### src/design/fls_pkg.sv
`timescale 1ns / 1ps
package fls_pkg;

	// block geometry
	localparam int ROWS     = 8;
	localparam int ROW_W    = 16;
	localparam int ROUNDS   = 12;
	localparam int HALF_W   = 64;
	localparam int CFG_IDX_W = 1;

	typedef logic [ROW_W-1:0] row_t;
	typedef logic [ROWS-1:0][ROW_W-1:0] block_t;

	// command codes
	localparam logic CMD_ENC = 1'b0;
	localparam logic CMD_DEC = 1'b1;

	// key register indexes
	localparam logic [CFG_IDX_W-1:0] REG_KEY_LOW  = 1'b0;
	localparam logic [CFG_IDX_W-1:0] REG_KEY_HIGH = 1'b1;

	// round constants
	localparam row_t RC [0:ROUNDS-1] = '{
		16'hBFFF, 16'h6E90, 16'hD16F, 16'h4137, 16'hFEC8, 16'h2FA7,
		16'h9058, 16'hD548, 16'h6AB7, 16'hBBD8, 16'h0427, 16'h947F
	};

	// l-box nibble tables, nibble 0 is bits 3..0
	localparam row_t LBOX_FWD [0:3][0:15] = '{
		'{16'h0000, 16'hBFFF, 16'h6E90, 16'hD16F, 16'h4137, 16'hFEC8, 16'h2FA7, 16'h9058,
		  16'hD548, 16'h6AB7, 16'hBBD8, 16'h0427, 16'h947F, 16'h2B80, 16'hFAEF, 16'h4510},
		'{16'h0000, 16'h5296, 16'hD183, 16'h8315, 16'hC2B1, 16'h9027, 16'h1332, 16'h41A4,
		  16'h496C, 16'h1BFA, 16'h98EF, 16'hCA79, 16'h8BDD, 16'hD94B, 16'h5A5E, 16'h08C8},
		'{16'h0000, 16'h74C2, 16'hD324, 16'hA7E6, 16'hCE28, 16'hBAEA, 16'h1D0C, 16'h69CE,
		  16'h6856, 16'h1C94, 16'hBB72, 16'hCFB0, 16'hA67E, 16'hD2BC, 16'h755A, 16'h0198},
		'{16'h0000, 16'hE489, 16'h6839, 16'h8CB0, 16'h5E44, 16'hBACD, 16'h367D, 16'hD2F4,
		  16'h614B, 16'h85C2, 16'h0972, 16'hEDFB, 16'h3F0F, 16'hDB86, 16'h5736, 16'hB3BF}
	};

	localparam row_t LBOX_INV [0:3][0:15] = '{
		'{16'h0000, 16'hB065, 16'h8935, 16'h3950, 16'h4A95, 16'hFAF0, 16'hC3A0, 16'h73C5,
		  16'hB489, 16'h04EC, 16'h3DBC, 16'h8DD9, 16'hFE1C, 16'h4E79, 16'h7729, 16'hC74C},
		'{16'h0000, 16'h2857, 16'h26C5, 16'h0E92, 16'hC989, 16'hE1DE, 16'hEF4C, 16'hC71B,
		  16'h1173, 16'h3924, 16'h37B6, 16'h1FE1, 16'hD8FA, 16'hF0AD, 16'hFE3F, 16'hD668},
		'{16'h0000, 16'h82AD, 16'h4653, 16'hC4FE, 16'h550B, 16'hD7A6, 16'h1358, 16'h91F5,
		  16'h6C83, 16'hEE2E, 16'h2AD0, 16'hA87D, 16'h3988, 16'hBB25, 16'h7FDB, 16'hFD76},
		'{16'h0000, 16'h4339, 16'hB903, 16'hFA3A, 16'hFFFE, 16'hBCC7, 16'h46FD, 16'h05C4,
		  16'h1669, 16'h5550, 16'hAF6A, 16'hEC53, 16'hE997, 16'hAAAE, 16'h5094, 16'h13AD}
	};

	// l-box on one row: xor of four nibble lookups
	function automatic row_t lbox_row(row_t w, logic inv);
		row_t f;
		row_t r;
		begin
			f = LBOX_FWD[0][w[3:0]] ^ LBOX_FWD[1][w[7:4]] ^
			    LBOX_FWD[2][w[11:8]] ^ LBOX_FWD[3][w[15:12]];
			r = LBOX_INV[0][w[3:0]] ^ LBOX_INV[1][w[7:4]] ^
			    LBOX_INV[2][w[11:8]] ^ LBOX_INV[3][w[15:12]];
			return inv ? r : f;
		end
	endfunction

	// bitsliced 5-bit misty box on rows 0..4
	function automatic block_t s5_fwd(block_t x);
		block_t y;
		begin
			y = x;
			y[2] = y[2] ^ (y[0] & y[1]);
			y[1] = y[1] ^ y[2];
			y[3] = y[3] ^ (y[0] & y[4]);
			y[2] = y[2] ^ y[3];
			y[0] = y[0] ^ (y[1] & y[3]);
			y[4] = y[4] ^ y[1];
			y[1] = y[1] ^ (y[2] & y[4]);
			y[1] = y[1] ^ y[0];
			return y;
		end
	endfunction

	function automatic block_t s5_inv(block_t x);
		block_t y;
		begin
			y = x;
			y[1] = y[1] ^ y[0];
			y[1] = y[1] ^ (y[2] & y[4]);
			y[4] = y[4] ^ y[1];
			y[0] = y[0] ^ (y[1] & y[3]);
			y[2] = y[2] ^ y[3];
			y[3] = y[3] ^ (y[0] & y[4]);
			y[1] = y[1] ^ y[2];
			y[2] = y[2] ^ (y[0] & y[1]);
			return y;
		end
	endfunction

	// 3-bit chi on rows 5..7, an involution
	function automatic block_t chi3(block_t x);
		block_t y;
		begin
			y = x;
			y[5] = x[5] ^ (~x[6] & x[7]);
			y[6] = x[6] ^ (~x[7] & x[5]);
			y[7] = x[7] ^ (~x[5] & x[6]);
			return y;
		end
	endfunction

	function automatic block_t sbox_fwd(block_t x);
		block_t y;
		begin
			y = s5_fwd(x);
			y[0] = y[0] ^ y[5];
			y[1] = y[1] ^ y[6];
			y[2] = y[2] ^ y[7];
			y[3] = ~y[3];
			y[4] = ~y[4];
			y = chi3(y);
			y[5] = y[5] ^ y[0];
			y[6] = y[6] ^ y[1];
			y[7] = y[7] ^ y[2];
			return s5_fwd(y);
		end
	endfunction

	function automatic block_t sbox_inv(block_t x);
		block_t y;
		begin
			y = s5_inv(x);
			y[5] = y[5] ^ y[0];
			y[6] = y[6] ^ y[1];
			y[7] = y[7] ^ y[2];
			y = chi3(y);
			y[3] = ~y[3];
			y[4] = ~y[4];
			y[0] = y[0] ^ y[5];
			y[1] = y[1] ^ y[6];
			y[2] = y[2] ^ y[7];
			return s5_inv(y);
		end
	endfunction

endpackage

### src/design/fls_round.sv
`timescale 1ns / 1ps
module fls_round (
	input  fls_pkg::block_t x,
	input  logic            cmd,
	input  fls_pkg::block_t key,
	input  fls_pkg::row_t   rc,
	output fls_pkg::block_t y
);
	import fls_pkg::*;

	block_t enc_a;
	block_t enc_b;
	block_t enc_y;
	block_t dec_a;
	block_t dec_b;
	block_t dec_y;

	// forward round: constant, s-layer, l-box, key
	always_comb begin
		enc_a = x;
		enc_a[0] = x[0] ^ rc;
		enc_b = sbox_fwd(enc_a);
		for (int r = 0; r < ROWS; r++) begin
			enc_y[r] = lbox_row(enc_b[r], 1'b0) ^ key[r];
		end
	end

	// inverse round: key, inverse l-box, inverse s-layer, constant
	always_comb begin
		for (int r = 0; r < ROWS; r++) begin
			dec_a[r] = lbox_row(x[r] ^ key[r], 1'b1);
		end
		dec_b = sbox_inv(dec_a);
		dec_y = dec_b;
		dec_y[0] = dec_b[0] ^ rc;
	end

	assign y = (cmd == CMD_DEC) ? dec_y : enc_y;

endmodule

### config.mk
export PLATFORM = sky130hd
export DESIGN_NAME = fls_round
export DESIGN_NICKNAME = d
export VERILOG_FILES = /design/src/design/fls_pkg.sv /design/src/design/fls_round.sv
export SDC_FILE = /design/constraint.sdc
export NUM_CORES = 1
export LEC_CHECK = 0
export BUFFER_PORTS_ARGS = -buffer_cell sky130_fd_sc_hd__buf_4
export CORE_UTILIZATION = 50
export DETAILED_ROUTE_END_ITERATION = 12
export PLACE_DENSITY = 0.73
export SLEW_MARGIN = 30
export SYNTH_ARGS = -nofsm -noshare
export SYNTH_HDL_FRONTEND = slang
export SYNTH_SLANG_ARGS = --single-unit
### constraint.sdc
create_clock -name vclk -period 4.9
set_input_delay 0.735 -clock vclk [all_inputs]
set_output_delay 0.735 -clock vclk [all_outputs]
set_load 0.01 [all_outputs]
==> metrics.md, run 1 <==
| Metric | Value |
|---|---|
| Die X | 247 µm |
| Initial core utilization | 50.8% |
| Seq/Total Area, Yosys | 0% |
| I/O pin count | 401 |
| Main combinational cell family by area after synthesis | XOR/XNOR gates |
| Mapped Area | 30,000 µm² |
| Leading area contributor after synthesis | xnor2_1 |
| Synth top area cells | xnor2_1 (38%), xor2_1 (11%), xnor3_1 (10%), nor2_1 (3.8%), a21oi_1 (3.1%) |
| Synth top area share | 37.7% |
| Error | [ERROR GRT-0232] Routing congestion too high. Check the congestion heatmap in the GUI. |
| Distinct cells, synth | 90 |
| Largest net degree at the start of global routing | 143 |
| Syn Inst Count | 3,826 |
| Status | aborted with a tool error |
| Syn_area_per_cell | 7.85 µm² |
| XOR/XNOR share of the synthesized area | 63.3% |
| Placed instance area | around 46,000 µm² |
| DP HPWL | 143 mm |
| Commonest cells in the synthesized netlist | xnor2_1 (1,293), xor2_1 (361), nor2_1 (304) |
| Mux contribution to synthesized area | 2.68% |
| Gr ovfl total | 16 |
| Die height | 247 µm |
| Core Rows | 89 |
| Most common cell in the netlist | xnor2_1 |
| Fraction of the mapped netlist area in adder cells | 0.533% |
| Tot GR Track Use | roughly 77% |
| GPL Wtd Cong | between 1 and 1.5 |
| Post-synthesis simple-gate area fraction | between 10% and 20% |
| Syn_nets | 4,111 |
| Hold_buf cts | 0 |
| Last stage | global routing (5_1_grt) |
| Buffers on Ports | 401 |
| Synth Area in Compound Gates | about 16% |
| Synth warnings | 0 |
## stage by stage
step           util, %  TNS [ns]  setup slack [ns]  std cells
2_1_floorplan        -         0           0.00570       3826
3_5_place_dp      77.2    -37.97            -0.980       6389
3_3_place_gp      77.2    -33.13            -0.931       6389
4_1_cts           86.0    -16.82            -0.495       6577
## timing repair
action                     4_1_cts
cloned                           0
setup buffers                  208
setup endpoints to repair      100
resized for setup              777
pin swaps                      369
## layer usage
layer,overflow,global-route usage [%]
met1,0,77.1
met2,10,92.6
met3,0,63.5
met4,6,74.3
met5,0,45.3
## logic make-up after synthesis
logic type,count (synthesis)
AOI/OAI and AO/OA,748
xor gates and xnor gates,1860
adders and majority gates,13
buffers and inverters,190
muxes,77
and+or+nand+nor,938
==> run 2, diff against run 1 <==
--- a/config.mk
+++ b/config.mk
@@ -6,9 +6,9 @@
 export NUM_CORES = 1
 export LEC_CHECK = 0
 export BUFFER_PORTS_ARGS = -buffer_cell sky130_fd_sc_hd__buf_4
-export CORE_UTILIZATION = 50
+export CORE_UTILIZATION = 35
 export DETAILED_ROUTE_END_ITERATION = 12
-export PLACE_DENSITY = 0.73
+export PLACE_DENSITY_LB_ADDON = 0.15
 export SLEW_MARGIN = 30
 export SYNTH_ARGS = -nofsm -noshare
 export SYNTH_HDL_FRONTEND = slang
==> constraint.sdc (replaced) <==
create_clock -name vclk -period 6.4
set_input_delay 0.96 -clock vclk [all_inputs]
set_output_delay 0.96 -clock vclk [all_outputs]
set_load 0.01 [all_outputs]
==> run 2 against run 1 <==
  * The flow now finishes without violations
  * Synthesized cell count unchanged
  * Area after synthesis unchanged
==> metrics.md, run 2 <==
| Metric | Value |
|---|---|
| WL final | 162 mm |
| HP Class | in -> out |
| Minimum clock period | 6.32 ns |
| Synth top area cells | xnor2_1 (38%), xor2_1 (11%), xnor3_1 (10%), nor2_1 (3.8%), a21oi_1 (3.1%) |
| Syn_area_per_cell | 7.85 µm² (unchanged) |
| Post-Layout Inst Area | 38,500 µm² |
| Hold WS | 2.35 ns |
| Via-to-Cell Ratio | 5.42 |
| DRC Markers | 0 |
| Setup TNS | 0 ns |
| Arrival @ worst endpoint | 5.36 ns |
| WP depth | 16 |
| Most used cell, CP | buf_4 |
| Status | finished clean |
| Initial core utilization | 35.3% (-15 points) |
| Proportion of layout cells with a drive suffix above 1 | 23.7% |
| DP HPWL | 145 mm (+1.6%) |
| Hold wc startpoint | rc[6] |
| Hold Vio Cnt, Final | 0 |
| Relative slew margins | 29.0% |
| Largest net degree at the start of global routing | 83 |
| Synth warnings | 0 (unchanged) |
| Syn_nets | 4,111 (unchanged) |
| CP peak stage delay | about 0.56 ns |
| Crit end category | output port |
| WP data required | 5.44 ns |
| Hold_buf cts | 0 (unchanged) |
| FF+latch area | 0 µm² |
| Placeable core area | 85,000 µm² |
| Wire per inst | ~28 µm |
| Setup crit start | x[2] |
| Die X | 295 µm (+19%) |
| Final Setup Violations | 0 |
| Buf/Inv on CP | 4 |
| Die height | 295 µm (+19%) |
| Period utilisation layout | 98.7% |
| Fin nets | 4,946 |
| Least-Margin Pin Slew | between 1 and 1.5 ns |
| Critical Setup Path Class | in -> out |
| First-pass GRT wire length | about 220 mm |
| Critical Path, Cell by Cell | buf_4, xnor2_1, buf_4, xnor3_2, xor3_2, xnor3_2, xnor2_2, xnor3_1, xor3_1, o21ai_2, xnor2_2, xor2_1, a211o_2, a21oi_1, buf_4, buf_4 |
| Commonest non-fill, non-tap cell in the layout | xnor2_1 |
| Area Overhead vs Synth | 28.3% |
| Slowest CP cell | xnor3_2 |
| Seq/Total Area, Yosys | 0% (unchanged) |
| Distinct cells, synth | 90 (unchanged) |
| Synth top area share | 37.7% (unchanged) |
| Drt first pass iters | 6 |
| Drt initial violations | 3,022 |
| Most common cell in the netlist | xnor2_1 |
| Buffers on Ports | 401 (unchanged) |
| Tot GR Track Use | 35.9% |
| Leading area contributor after synthesis | xnor2_1 |
| Core Rows | 107 (+20%) |
| Mapped Area | 30,000 µm² (unchanged) |
| RSZ-0062 raised after global routing | no |
| Placed instance area | 38,200 µm² (-16%) |
| Most frequent cells in the layout | xnor2_1 (1,282), buf_4 (968), xor2_1 (356) |
| Die ar. | 87,000 µm² |
| Layout fillers | 8,702 |
| Worst setup SP type | input pin |
| Worst setup endpoint | y[34] |
| I/O pin count | 401 (unchanged) |
| Syn Inst Count | 3,826 (unchanged) |
| Number of global-route vias before repair | 28,513 |
| Initial antenna violation count | 12 |
| FF+latch count | 0 |
| Slew Limit Fails | 0 |
| Vias | about 31,000 |
| GPL Wtd Cong | 1.06 (-6.3%) |
| Crit Path Max Fanout | 7 |
| Gr ovfl total | 0 |
| CLK BUF | 0 |
| Routed Antenna Nets | 0 |
| Max-cap viol count | 0 |
| Commonest cells in the synthesized netlist | xnor2_1 (1,293), xor2_1 (361), nor2_1 (304) |
| Crit path max-delay family | XOR/XNOR gates |
| F_max | 0.158 GHz |
| Core Util, Final | 45.3% |
run 2: cell counts after synthesis:
Identical to the previous run, type by type.
run 2: area by class of cell:
| cell class | count | area (µm²) | share of cell area [%] |
|---|---|---|---|
| inverters | 51 | 191 | 0.497 |
| repair buffers | 972 | 7330 | 19.0 |
| multi-input cells | 3636 | 29600 | 76.7 |
| diodes | 4 | 10.0 | 0.0260 |
| well taps | 1144 | 1430 | 3.72 |
run 2: worst min-delay path by stage:
stage | slack, ns | end | cells past startpoint
final | 2.35 | y[6] | 4
after global routing | 2.37 | y[6] | 4
after global placement | 2.33 | y[6] | 4
after CTS | 2.35 | y[6] | 4
after floorplan | 2.10 | y[1] | 2
after detailed placement | 2.34 | y[6] | 4
run 2: through the flow:
step	std cells	worst slack, ns
after floorplan	3826	0.744
final	5807	0.0821
after global routing	5804	0.000135
after detailed placement	5801	-0.286
after CTS	5802	0.00100
after global placement	5801	-0.290
run 2: layer usage:
layer	vias up	part of all wire (%)	GRT usage, %
met1	15033	41	47.4
met4	6	6.9	19.0
li1	14686	-	-
met2	1432	43	56.6
met3	290	8.5	5.11
met5	-	0.025	0
run 2: kinds of logic after synthesis:
group	after synthesis	share of synthesized area (%)
buffers and inverters	190	2.45
xor gates and xnor gates	1860	63.3
and+or+nand+nor	938	15.0
muxes	77	2.67
AOI/OAI and AO/OA	748	16.1
adders and majority gates	13	0.533
run 2: worst min-delay path: stages:
cell and delay (ns):
buf_4 0.11, xnor2_1 0.12, o21ai_1 0.06, buf_4 0.14
run 2: timing repair:
item,4_1_cts,5_1_grt
setup endpoints to repair,3,21
buffers inserted,1,1
pin swaps,3,8
endpoints found under the hold margin,0,0
resized for setup,17,35
cloned,0,0
Power of run 2 is left out: the tool's default activity adds up to more than one toggle a clock period on the data nets, which glitch-free logic cannot reach.
==> run 3, diff against run 2 <==
--- a/config.mk
+++ b/config.mk
@@ -9,6 +9,7 @@
 export CORE_UTILIZATION = 35
 export DETAILED_ROUTE_END_ITERATION = 12
 export PLACE_DENSITY_LB_ADDON = 0.15
+export REMOVE_ABC_BUFFERS = 1
 export SLEW_MARGIN = 30
 export SYNTH_ARGS = -nofsm -noshare
 export SYNTH_HDL_FRONTEND = slang
==> run 3 against run 2 <==
  * Critical path depth down 1
  * Routed wire length fell by 3.4%
  * Non-clock buffer count is 89 lower
  * Final area decreased by 2.1%
  * Setup slack better by 0.028 ns
  * Flip-flop and latch count is the same
  * First-iteration DRC count is 3.1% higher
  * Global-route usage shrank 1.2 points
  * Sequential share of layout area did not move
  * Hold slack better by 0.0029 ns
  * Die area did not move
  * Largest cell class unchanged
  * Highest routed layer unchanged
==> metrics.md, run 3 (same netlist as run 2, synthesis figures left out) <==
| Metric | Value |
|---|---|
| Status | finished clean |
| FF+latch count | 0 (unchanged) |
| Tot GR Track Use | 34.7% (-1.2 points) |
| Drt initial violations | 3,116 (+3.1%) |
| Gr ovfl total | 0 (unchanged) |
| Layout fillers | 8,851 (+1.7%) |
| Core Rows | 107 (unchanged) |
| Least-Margin Pin Slew | 1.02 ns (-0.0371 ns) |
| Hold WS | 2.35 ns (+0.00289 ns) |
| Minimum clock period | 6.29 ns (-0.0277 ns) |
| DP HPWL | 139 mm (-4.0%) |
| Via-to-Cell Ratio | 5.45 (+0.56%) |
| Worst setup SP type | input pin |
| Initial core utilization | 35.3% (unchanged) |
| Hold Vio Cnt, Final | 0 (unchanged) |
| Die X | 295 µm (unchanged) |
| I/O pin count | 401 (unchanged) |
| Crit end category | output port |
| Proportion of layout cells with a drive suffix above 1 | 21.7% (-2.0 points) |
| Placeable core area | 85,000 µm² (unchanged) |
| Initial antenna violation count | 11 (-1) |
| Wire per inst | 27.4 µm (-1.8%) |
| Placed instance area | 37,600 µm² (-1.7%) |
| Worst hold stages | 4 (unchanged) |
| Post-Layout Inst Area | 37,700 µm² (-2.1%) |
| DRC Markers | 0 (unchanged) |
| Max-cap viol count | 0 (unchanged) |
| Die ar. | 87,000 µm² (unchanged) |
| First-pass GRT wire length | 213 mm (-2.5%) |
| Placed Instances | 5,714 (-1.5%) |
| Die height | 295 µm (unchanged) |
| Slew Limit Fails | 0 (unchanged) |
| Most frequent cells in the layout | xnor2_1 (1,281), buf_4 (880), xor2_1 (360) |
| Drt first pass iters | 6 (unchanged) |
| Commonest non-fill, non-tap cell in the layout | xnor2_1 |
| Hold endpoint | y[1] |
| GPL Wtd Cong | 1.05 (-0.84%) |
| Vias | 31,129 (-1.0%) |
| HP Class | in -> out |
| Number of global-route vias before repair | 28,081 (-1.5%) |
| Area Overhead vs Synth | 25.6% |
| Area occupied by multi-input gates | 29,400 µm² (-0.44%) |
| Crit Path Max Fanout | 8 (+1) |
| FF+latch area | 0 µm² (unchanged) |
| Hold_buf cts | 0 (unchanged) |
| Non-filler cells, final | 5,716 (-1.6%) |
| Period utilisation layout | 98.3% (-0.43 points) |
| WL final | 157 mm (-3.4%) |
| Arrival @ worst endpoint | 5.33 ns (-0.03 ns) |
| Fin nets | 4,857 (-1.8%) |
| F_max | 0.159 GHz (+0.44%) |
| CLK BUF | 0 (unchanged) |
| Hold wc startpoint | rc[1] |
| Largest net degree at the start of global routing | 110 (+33%) |
| Final Setup Violations | 0 (unchanged) |
| Relative slew margins | 31.5% (+2.5 points) |
| Routed Antenna Nets | 0 (unchanged) |
| Critical Setup Path Class | in -> out |
| Buffers on Ports | 401 (unchanged) |
| WP data required | 5.44 ns (about the same) |
==> run 3: changes by cell type in the layout (fill, tap and decap cells not counted), sizes merged <==
| cell | previous run | this run |
|---|---|---|
| buf | 972 | 883 |
| diode | 4 | 2 |
==> run 3: layout make-up <==
cell class                      count  share of cell area, %
Timing Repair Buffer              883                   17.7
Tap cell                         1144                   3.79
Inverter                           51                  0.508
Multi-Input combinational cell   3636                   78.0
Antenna cell                        2                 0.0133
==> run 3: metrics by stage <==
step	TNS, ns	setup WS, ns	util [%]
after floorplan	0	0.521	-
after global placement	-0.730	-0.362	44.2
after detailed placement	-1.04	-0.387	44.2
after CTS	0	0.0517	44.2
after global routing	-0.0112	-0.0112	44.4
final	0	0.110	44.4
==> run 3: what timing repair did <==
action                                  in CTS  in global routing
pin swaps                                    0                  1
endpoints found under the setup margin       6                 15
hold endpoints to repair                     0                  0
resized for setup                            3                 18
setup buffers                                0                  0
==> run 3: how the worst max path moves through the flow <==
stage                        from     to  slack (ns)  cells past startpoint
final                     key[14]  y[24]        0.11                     15
after global routing        x[31]   y[0]       -0.01                     17
after CTS                   x[41]   y[0]        0.05                     17
after detailed placement  key[36]   y[0]       -0.39                     17
after global placement      x[36]   y[0]       -0.36                     17
after floorplan             x[14]  y[51]        0.52                     13
==> run 3: worst max-delay path: stages <==
cell	delay, ns
buf_4	0.16
xnor2_4	0.32
buf_4	0.24
xnor3_1	0.39
xnor3_1	0.59
mux2i_1	0.24
o22ai_1	0.12
or3_1	0.42
and3_1	0.22
xnor2_1	0.52
xnor2_1	0.22
xnor2_1	0.33
nand2_1	0.14
o21ai_0	0.24
buf_4	0.20
==> run 3: layer usage <==
| metal | GRT usage (%) | part of all wire [%] |
|---|---|---|
| met5 | 0 | 0.033 |
| met4 | 17.3 | 6.0 |
| met3 | 4.00 | 8.1 |
| met2 | 55.0 | 44 |
| met1 | 46.5 | 42 |
